$ cat config.mk
export PLATFORM = sky130hd
export DESIGN_NAME = xor_decoder_signature_unpacker
export DESIGN_NICKNAME = d
export VERILOG_FILES = /design/src/design/xdsu_pkg.sv /design/src/design/xor_decoder_signature_unpacker.sv
export SDC_FILE = /design/constraint.sdc
export NUM_CORES = 1
export LEC_CHECK = 0
export CAP_MARGIN = 20
export CELL_PAD_IN_SITES_DETAIL_PLACEMENT = 1
export CELL_PAD_IN_SITES_GLOBAL_PLACEMENT = 1
export CORE_UTILIZATION = 40
export CTS_CLUSTER_DIAMETER = 30
export CTS_CLUSTER_SIZE = 14
export DETAILED_ROUTE_END_ITERATION = 16
export DONT_BUFFER_PORTS = 1
export GPL_TIMING_DRIVEN = 0
export PLACE_DENSITY = 0.69
export SYNTH_ARGS = -nofsm -noshare
export SYNTH_HDL_FRONTEND = slang
export SYNTH_SLANG_ARGS = --single-unit
$ cat constraint.sdc
create_clock -name clock -period 21.3 [get_ports clock]
set_clock_uncertainty 0.2 [all_clocks]
set_input_delay 1.065 -clock clock [delete_from_list [all_inputs] [get_ports clock]]
set_output_delay 1.065 -clock clock [all_outputs]
set_load 0.05 [all_outputs]
$ cat src/design/xdsu_pkg.sv
// ----------------------------------------------------------------------------
// xdsu_pkg: shared types and constants for the decoder signature unpacker
// Request and response layouts, status codes and the fixed signature.
// ----------------------------------------------------------------------------
package xdsu_pkg;

   localparam int SIG_BYTES  = 19;
   localparam int WIN_DEPTH  = SIG_BYTES - 1;
   localparam int FILL_WIDTH = $clog2(WIN_DEPTH + 1);
   localparam int LEN_LO_IDX = 4;
   localparam int LEN_HI_IDX = 5;

   // Bytes at the length positions are wildcards and never compared.
   localparam logic [7:0] SIGNATURE [SIG_BYTES] = '{
      8'h33, 8'hC9, 8'h66, 8'hB9, 8'h00, 8'h00, 8'hE8, 8'hFF, 8'hFF, 8'hFF,
      8'hFF, 8'hC1, 8'h5E, 8'h30, 8'h4C, 8'h0E, 8'h07, 8'hE2, 8'hFA
   };

   localparam logic KIND_DATA   = 1'b0;
   localparam logic KIND_STATUS = 1'b1;

   localparam logic [1:0] STATUS_NONE    = 2'd0;
   localparam logic [1:0] STATUS_DECODED = 2'd1;
   localparam logic [1:0] STATUS_SHORT   = 2'd2;

   typedef struct packed {
      logic [7:0] in_byte;
      logic       end_of_message;
   } req_type;

   typedef struct packed {
      logic       kind;
      logic [7:0] data;
      logic [1:0] status;
      logic       last;
   } rsp_type;

endpackage

$ cat src/design/xor_decoder_signature_unpacker.sv
// ----------------------------------------------------------------------------
// xor_decoder_signature_unpacker: streaming signature search and XOR unpack
// Finds a 19-byte decoder signature in a byte stream, decodes the payload
// that follows it and reports a status at the end of each message.
// ----------------------------------------------------------------------------
//
//   channel | ports                          | carries
//   --------+--------------------------------+------------------------------
//   request | req_valid, req_stall, req_data | one message byte, end flag
//   result  | rsp_valid, rsp_stall, rsp_data | payload byte or status
//
// One request is taken per cycle; the window compare, length capture and
// XOR are done in the accepting cycle and written into a small result queue.
// A request that yields a payload byte and a status drains as two responses.
// req_stall rises only when the result queue is full (QUEUE_DEPTH entries).
// Synchronous reset returns to searching with an empty window and queue.
//
module xor_decoder_signature_unpacker #(
   parameter int QUEUE_DEPTH = 2
) (
   input  logic             clock,
   input  logic             reset,
   input  logic             req_valid,
   output logic             req_stall,
   input  xdsu_pkg::req_type req_data,
   output logic             rsp_valid,
   input  logic             rsp_stall,
   output xdsu_pkg::rsp_type rsp_data
);
   import xdsu_pkg::*;

   localparam int PTR_W   = (QUEUE_DEPTH > 1) ? $clog2(QUEUE_DEPTH) : 1;
   localparam int COUNT_W = $clog2(QUEUE_DEPTH + 1);

   typedef enum logic [1:0] {
      PH_SEARCH  = 2'd0,
      PH_COLLECT = 2'd1,
      PH_DONE    = 2'd2
   } phase_type;

   // An entry per request with output: optional payload byte and status.
   typedef struct packed {
      logic       has_data;
      logic [7:0] data;
      logic       has_status;
      logic [1:0] status;
   } entry_type;

   phase_type             phase_ff, phase_in;
   logic [7:0]            window_ff [WIN_DEPTH];
   logic [7:0]            window_in [WIN_DEPTH];
   logic [FILL_WIDTH-1:0] fill_ff, fill_in;
   logic [15:0]           length_ff, length_in;
   logic [15:0]           count_ff, count_in;

   entry_type             queue_ff [QUEUE_DEPTH];
   logic [PTR_W-1:0]      wr_ptr_ff, rd_ptr_ff;
   logic [COUNT_W-1:0]    used_ff;
   logic                  sent_ff;

   logic                  req_fire, rsp_fire, push, pop, match;
   entry_type             entry, head;

   assign req_stall = (used_ff == COUNT_W'(QUEUE_DEPTH));
   assign req_fire  = req_valid && !req_stall;

   always_comb begin
      match = (fill_ff == FILL_WIDTH'(WIN_DEPTH)) && (req_data.in_byte == SIGNATURE[WIN_DEPTH]);
      for (int i = 0; i < WIN_DEPTH; i++) begin
         if (i != LEN_LO_IDX && i != LEN_HI_IDX && window_ff[i] != SIGNATURE[i]) begin
            match = 1'b0;
         end
      end
   end

   always_comb begin
      logic [15:0] pos;
      pos       = count_ff + 16'd1;
      phase_in  = phase_ff;
      window_in = window_ff;
      fill_in   = fill_ff;
      length_in = length_ff;
      count_in  = count_ff;
      entry     = '0;
      if (req_fire) begin
         unique case (phase_ff)
            PH_COLLECT: begin
               if (count_ff < length_ff) begin
                  entry.has_data = 1'b1;
                  entry.data     = req_data.in_byte ^ pos[7:0];
                  count_in       = pos;
               end
               if (count_in >= length_ff) begin
                  phase_in = PH_DONE;
               end
            end
            PH_DONE: begin
            end
            default: begin
               if (match) begin
                  length_in = {window_ff[LEN_HI_IDX], window_ff[LEN_LO_IDX]} + 16'd1;
                  count_in  = '0;
                  phase_in  = (length_in == 16'd0) ? PH_DONE : PH_COLLECT;
               end else begin
                  for (int i = 0; i < WIN_DEPTH - 1; i++) begin
                     window_in[i] = window_ff[i+1];
                  end
                  window_in[WIN_DEPTH-1] = req_data.in_byte;
                  if (fill_ff < FILL_WIDTH'(WIN_DEPTH)) begin
                     fill_in = fill_ff + FILL_WIDTH'(1);
                  end
               end
            end
         endcase
         if (req_data.end_of_message) begin
            entry.has_status = 1'b1;
            if (phase_in == PH_COLLECT || phase_in == PH_DONE) begin
               entry.status = (count_in >= length_in) ? STATUS_DECODED : STATUS_SHORT;
            end else begin
               entry.status = STATUS_NONE;
            end
            // start the next message from scratch
            phase_in  = PH_SEARCH;
            fill_in   = '0;
            length_in = '0;
            count_in  = '0;
         end
      end
   end

   always_ff @(posedge clock) begin
      window_ff <= window_in;
      if (reset) begin
         phase_ff  <= PH_SEARCH;
         fill_ff   <= '0;
         length_ff <= '0;
         count_ff  <= '0;
      end else begin
         phase_ff  <= phase_in;
         fill_ff   <= fill_in;
         length_ff <= length_in;
         count_ff  <= count_in;
      end
   end

   // Result queue
   assign head      = queue_ff[rd_ptr_ff];
   assign rsp_valid = (used_ff != '0);
   assign rsp_fire  = rsp_valid && !rsp_stall;
   assign push      = req_fire && (entry.has_data || entry.has_status);

   always_comb begin
      rsp_data = '0;
      if (head.has_data && !sent_ff) begin
         rsp_data.kind = KIND_DATA;
         rsp_data.data = head.data;
         rsp_data.last = !head.has_status;
      end else begin
         rsp_data.kind   = KIND_STATUS;
         rsp_data.status = head.status;
         rsp_data.last   = 1'b1;
      end
   end

   // Hold the entry after its payload byte when a status still follows.
   assign pop = rsp_fire && rsp_data.last;

   always_ff @(posedge clock) begin
      if (push) begin
         queue_ff[wr_ptr_ff] <= entry;
      end
      if (reset) begin
         wr_ptr_ff <= '0;
         rd_ptr_ff <= '0;
         used_ff   <= '0;
         sent_ff   <= 1'b0;
      end else begin
         if (push) begin
            wr_ptr_ff <= (wr_ptr_ff == PTR_W'(QUEUE_DEPTH - 1)) ? '0 : wr_ptr_ff + PTR_W'(1);
         end
         if (pop) begin
            rd_ptr_ff <= (rd_ptr_ff == PTR_W'(QUEUE_DEPTH - 1)) ? '0 : rd_ptr_ff + PTR_W'(1);
         end
         if (push && !pop) begin
            used_ff <= used_ff + COUNT_W'(1);
         end else if (pop && !push) begin
            used_ff <= used_ff - COUNT_W'(1);
         end
         if (rsp_fire) begin
            sent_ff <= !rsp_data.last;
         end
      end
   end

   a_queue_bound: assert property (@(posedge clock) disable iff (reset)
      used_ff <= COUNT_W'(QUEUE_DEPTH))
      else $error("result queue overfilled");

   a_sent_split: assert property (@(posedge clock) disable iff (reset)
      sent_ff |-> (rsp_valid && head.has_data && head.has_status))
      else $error("split flag set without a pending status");

   a_collect_open: assert property (@(posedge clock) disable iff (reset)
      (phase_ff == PH_COLLECT) |-> (count_ff < length_ff))
      else $error("collecting with payload already complete");

   a_eom_clear: assert property (@(posedge clock) disable iff (reset)
      (req_fire && req_data.end_of_message) |=> (phase_ff == PH_SEARCH && fill_ff == '0))
      else $error("state not cleared after end of message");

   a_eom_status: assert property (@(posedge clock) disable iff (reset)
      (req_fire && req_data.end_of_message) |-> push)
      else $error("end of message without a status entry");

endmodule

# Word-level counts from Yosys, hierarchy flattened
# Memories as Yosys holds them, arrays and structs flattened. A register that Yosys moved wholly into a read port is not among the register bits.
# Index checks and enable logic that the tools add are counted.
[totals] ff_bits=188 wordCells=145 mem_count=1 in_bits=13 output_inout_bits=14 ram_bits=24
[op_classes] n_bitwise=3 add_sub_neg=7 mux=55 n_reduce_logical=24 magnitude_cmp=4 eq_ne=25
[mem_list] memory="queue_ff" words=2 word_bits=12 rd=1 rd_ports_with_merged_regs=1 wr=1 line_no="xor_decoder_signature_unpacker.sv:56" source="entry_type queue_ff [QUEUE_DEPTH];"
[op_table] operator="$mux 16" count=10
[op_table] operator="$ne 8x8->1 const B" count=9
[op_table] operator="$add 16x1->16 const B" count=2
[op_table] operator="$ge 16x16->1" count=2
[op_table] operator="$pmux 16 s2" count=1
[op_table] operator="$mux 1" count=24
[op_table] operator="$ne 8x7->1 const B" count=3
[op_table] operator="$mux 2" count=10
[op_table] operator="$mux 5" count=4
[op_table] operator="$mux 9" count=2
[op_table] operator="$logic_not 16->1" count=1
[op_table] operator="$lt 16x16->1" count=1
[op_table] operator="$ne 8x6->1 const B" count=2
[op_table] operator="$mux 12" count=1
[op_table] operator="$eq 8x8->1 const B" count=1
[op_table] operator="$logic_and 1x1->1" count=8
[op_table] operator="$mux 8" count=1
[op_table] operator="$ne 8x3->1 const B" count=1
[op_table] operator="$ne 8x4->1 const B" count=1
[op_table] operator="$xor 8x8->8" count=1
[op_table] operator="$logic_not 1->1" count=7
[op_table] operator="$eq 2x2->1 const B" count=3
[op_table] operator="$reduce_bool 2->1" count=3
[op_table] operator="$add 5x1->5 const B" count=1
[op_table] operator="other kinds (15)" count=19

# Longest topological paths before layout
[depth] word_depth=32 mapped_depth=19 ltp_nobuf=19

# Worst setup path before layout
# Ideal clock, no wire load.
[synth_path] kind="input-to-reg" start="in req_data[8] (netlist name)" end="reg window_ff[0] (netlist name), enable pin" path_buffers=0 setup_time_ps=651 path_slack_ps=12892 t_arrival_ps=7557 path_stages=5 required_time_ps=20449 cell_sequence="or4b_1 nor4_1 nand4_1 o31ai_2 nor2_1"
[synth_via] elab_chain_len=20
[synth_lines] item="start, declared" line_no="xor_decoder_signature_unpacker.sv:25" source="input xdsu_pkg::req_type req_data,"
[synth_lines] item="$eq 8x8->1" line_no="xor_decoder_signature_unpacker.sv:68" source="match = (fill_ff == FILL_WIDTH'(WIN_DEPTH)) && (req_data.in_byte == SIGNATURE[WIN_DEPTH]);"
[synth_lines] item="$logic_and 1x1->1" line_no="xor_decoder_signature_unpacker.sv:68"
[synth_lines] item="$mux 1 (16 in series)" line_no="xor_decoder_signature_unpacker.sv:70" source="if (i != LEN_LO_IDX && i != LEN_HI_IDX && window_ff[i] != SIGNATURE[i]) begin"
[synth_lines] item="$not 1->1 (no source line)"
[synth_lines] item="$reduce_and 3->1 (no source line)"
[synth_lines] item="end signal, assigned" line_no="xor_decoder_signature_unpacker.sv:132" source="window_ff <= window_in;"
[synth_lines] item="end, declared" line_no="xor_decoder_signature_unpacker.sv:50" source="logic [7:0] window_ff [WIN_DEPTH];"
# No other way between the ends.
# A chain may end at the register's enable or synchronous reset.

==> metrics.log <==
INFO  metric outcome = complete, no violations
INFO  metric cts_post_setup_buffers_inserted = 0
INFO  metric timing.critical_path.to_type = register
INFO  metric ir_worst_vdd = 0.0621 mV
INFO  metric post-synth-top-count-cell = edfxtp_1
INFO  metric min-delay-path-class = reg2reg
INFO  metric total_of_cells_resized_after_clock_tree_synthesis = 0
INFO  metric dieArea = 25,700 sq um
INFO  metric yosys-top-cells-count = 168 x edfxtp_1, 69 x nor2_1, 55 x ha_1, 45 x dfxtp_1, 36 x a21oi_1
INFO  metric final_cells = ~1,200
INFO  metric drive_gt1_share = 11.0%
INFO  metric crit_chain = clkbuf_1 -> nand3_1 -> nor2_1 -> nand3_1 -> a211oi_1 -> nand3_1 -> xnor2_1 -> ha_1 -> a21oi_1 -> nor2b_1 -> o21ai_0 -> o2111a_1 -> o2111ai_1 -> o221a_2 -> a21boi_0 -> a2111oi_0
INFO  metric min_period = 5.74 ns
INFO  metric mappedNetlistNets = slightly below 900
INFO  metric ctsRootBufferMaster = clkbuf_16
INFO  metric routed_via_density = 5.60
INFO  metric path_class = reg2reg
INFO  metric max-cap-violations = 0
INFO  metric cts_tree = built
INFO  metric synth_seq_cells = roughly 210
INFO  metric clk-insertion-delay-late = 0.56 ns
INFO  metric path_max_fanout = 9
INFO  metric netlist-cell-type-count = 68
INFO  metric syn_inst = roughly 810
INFO  metric p_sw = about 390 uW
INFO  metric internal_power = 1.10 mW
INFO  metric finalCritPeriodShare = 26.9%
INFO  metric max-slew-margin-rel = between 30% and 40%
INFO  metric ys_seq_area_share = 59.4%
INFO  metric critical_path_required = 21.32 ns
INFO  metric grt_first_pass_wirelength = approximately 42 mm
INFO  metric cp_slowest_cell = a211oi_1
INFO  metric timing.critical_path.slowest_cell_delay = 0.73 ns
INFO  metric starting_density = roughly two fifths
INFO  metric cts_max_level = 2
INFO  metric setup_repair_after_global_routing_missed_its_margin = no
INFO  metric actual_slew_at_the_worst_max_slew_pin = 0.918 ns
INFO  metric critPathBufInv = 1
INFO  metric drt_drc_violations_left = 0
INFO  metric dp.final_hpwl = 18.9 mm
INFO  metric maxClockFrequency = between 0.15 and 0.2 GHz
INFO  metric pin_count = 27
INFO  metric area_growth_syn_to_layout = 21.8%
INFO  metric io_buffer_count = 0
INFO  metric gpl.final_weighted_congestion = ~0.85
INFO  metric async_reset_ff_share = 0%
INFO  metric fillerInstances = roughly 2,500
INFO  metric detail_route.iter0.violations = between 400 and 500
INFO  metric final_antenna_net_count = 0
INFO  metric setup_violations = 0
INFO  metric maximum_number_of_pins_on_one_net_before_global_route_repair = 38
INFO  metric cts-hold-fix-buffers = 0
INFO  metric main_flop_type_after_synthesis = edfxtp_1
INFO  metric p_leak = around 4.4 nW
INFO  metric clock_tree.buffer_depth = 3
INFO  metric yosys_warnings = 0
INFO  metric dpl_cells = ~1,100
INFO  metric post_synth_main_area_contributors = edfxtp_1 50%, dfxtp_1 9.0%, ha_1 6.9%
INFO  metric synthesis.area = approximately 10,000 sq um
INFO  metric worst_setup_hold_path_clk_slew = around 0.05 ns
INFO  metric power.density_cell_area = 122 nW/um^2
INFO  metric globalRouteOverflowTotal = 0
INFO  metric synth-edff-count = ~170
INFO  metric worst_path_most_repeated_cell = nand3_1
INFO  metric total_routed_wirelength = around 27 mm
INFO  metric combPwrFrac = a little under a tenth
INFO  metric hold_violations = 0
INFO  metric sw_frac_of_total = 26.0%
INFO  metric maxSlewViolCount = 0
INFO  metric first_pass_iters = 5
INFO  metric crit_path_start_kind = register
INFO  metric detailroute.via_count = 6,865
INFO  metric clock_share_of_power = between 50% and 60%
INFO  metric yosysTopAreaCellShare = 50.4%
INFO  metric floorplan.rows = 57
INFO  metric power.total = 1.49 mW
INFO  metric die_width = roughly 160 um
INFO  metric track_usage = ~21%
INFO  metric clock-sinks = ~210
INFO  metric critPathArrivalTime = roughly 5.8 ns
INFO  metric syn-mean-instance-area = roughly 12 sq um
INFO  metric post-synth-top-area-cell = edfxtp_1
INFO  metric floorplan.die.height = between 150 and 200 um
INFO  metric wire_per_inst = approximately 22 um
INFO  metric numCtsBuffers = 47
INFO  metric grt_antenna_before_repair = 1
INFO  metric share_seq_of_total_power = roughly 41%
INFO  metric critPathTopFamily = compound AO/OA/AOI/OAI gates
INFO  metric fin_tns_setup = 0 ns
INFO  metric finish.net_count = just over 900
INFO  metric vias_in_the_first_global_route = 7,109
INFO  metric floorplan.core_area = ~24,000 sq um
cell usage in the layout (no fill, tap or decap), drive strengths merged, types with 8 or more instances in the layout:
cell type and instances:
dfxtp 45, clkbuf 86, inv 32, buf 14, nor2 69, clkinv 12
and3 8, nand2 35, nand4 17, xnor2 32, a211oi 8, a21oi 36
edfxtp 168, a31oi 8, nor4 9, o21ai 26, a21o 22, a22o 14
mux2i 27, nand3 26, nor3 26, xor2 16, ha 55
cells by family (layout without fill, tap and decap cells):
family | count (synthesis) | in the layout | share of synthesized area, %
xor gates and xnor gates | 48 | 48 | 4.20
muxes | 28 | 28 | 2.81
and+or+nand+nor | 245 | 245 | 13.3
buffers and inverters | 61 | 153 | 2.42
other | 0 | 1 | 0
adders and majority gates | 55 | 55 | 6.87
DFF | 213 | 213 | 59.4
AOI/OAI and AO/OA | 158 | 158 | 11.0
registers in the layout, summed over array words and instances (netlist names), named ones only:
name and flops:
fill_ff 5, used_ff 2, count_ff 16, window_ff 144, queue_ff 24, rd_ptr_ff 1, wr_ptr_ff 1, sent_ff 1
length_ff 16, phase_ff 2
per-stage QoR:
step | area (sq um) | worst slack, ns | util, % | hold slack, ns
finish | 12200 | 15.56 | 49.8 | 0.239
global route | 12200 | 15.21 | 49.8 | 0.251
CTS | 12200 | 15.71 | 49.8 | 0.240
detailed placement | 10500 | 15.25 | 43.0 | 0.230
global placement | 10400 | 10.64 | 42.6 | 0.221
floorplan | 10000 | 12.89 | - | 0.217
area by class of cell:
class	instances	area [sq um]	share of cell area (%)
repair buffers	7	103	0.842
inverters	29	109	0.893
well taps	324	405	3.33
plain buffers	32	134	1.10
clock buffers	61	1300	10.7
diodes	1	2.50	0.0205
flip-flops and latches	213	5950	48.8
clock inverters	24	365	3.00
multi-input cells	534	3830	31.4
metal layers:
layer / global-route usage [%] / routed length, um / vias to the layer above
met5: 0 / 0 / -
met4: 8.18 / 725 / 0
met3: 4.47 / 1390 / 48
met2: 34.0 / 12700 / 199
met1: 29.0 / 12300 / 3383
li1: - / - / 3235
path summary, 6_finish.rpt:
| kind | startpoint | to | slack (ns) | cells past startpoint |
|---|---|---|---|---|
| min reg2reg | window_ff[43] | window_ff[51] | 0.24 | 0 |
| min | window_ff[43] | window_ff[51] | 0.24 | 0 |
| max | count_ff[2] | queue_ff[0][1] | 15.56 | 16 |
| max reg2reg | count_ff[2] | queue_ff[0][1] | 15.56 | 16 |
power groups by stage:
stage	clock, mW	combinational, mW	sequential, mW
floorplan	0	0.103	0.591
global placement	0	0.125	0.617
detailed placement	0	0.138	0.605
CTS	0.755	0.140	0.603
global route	0.773	0.148	0.610
finish	0.745	0.138	0.603
(Power assumes the default switching activity.)
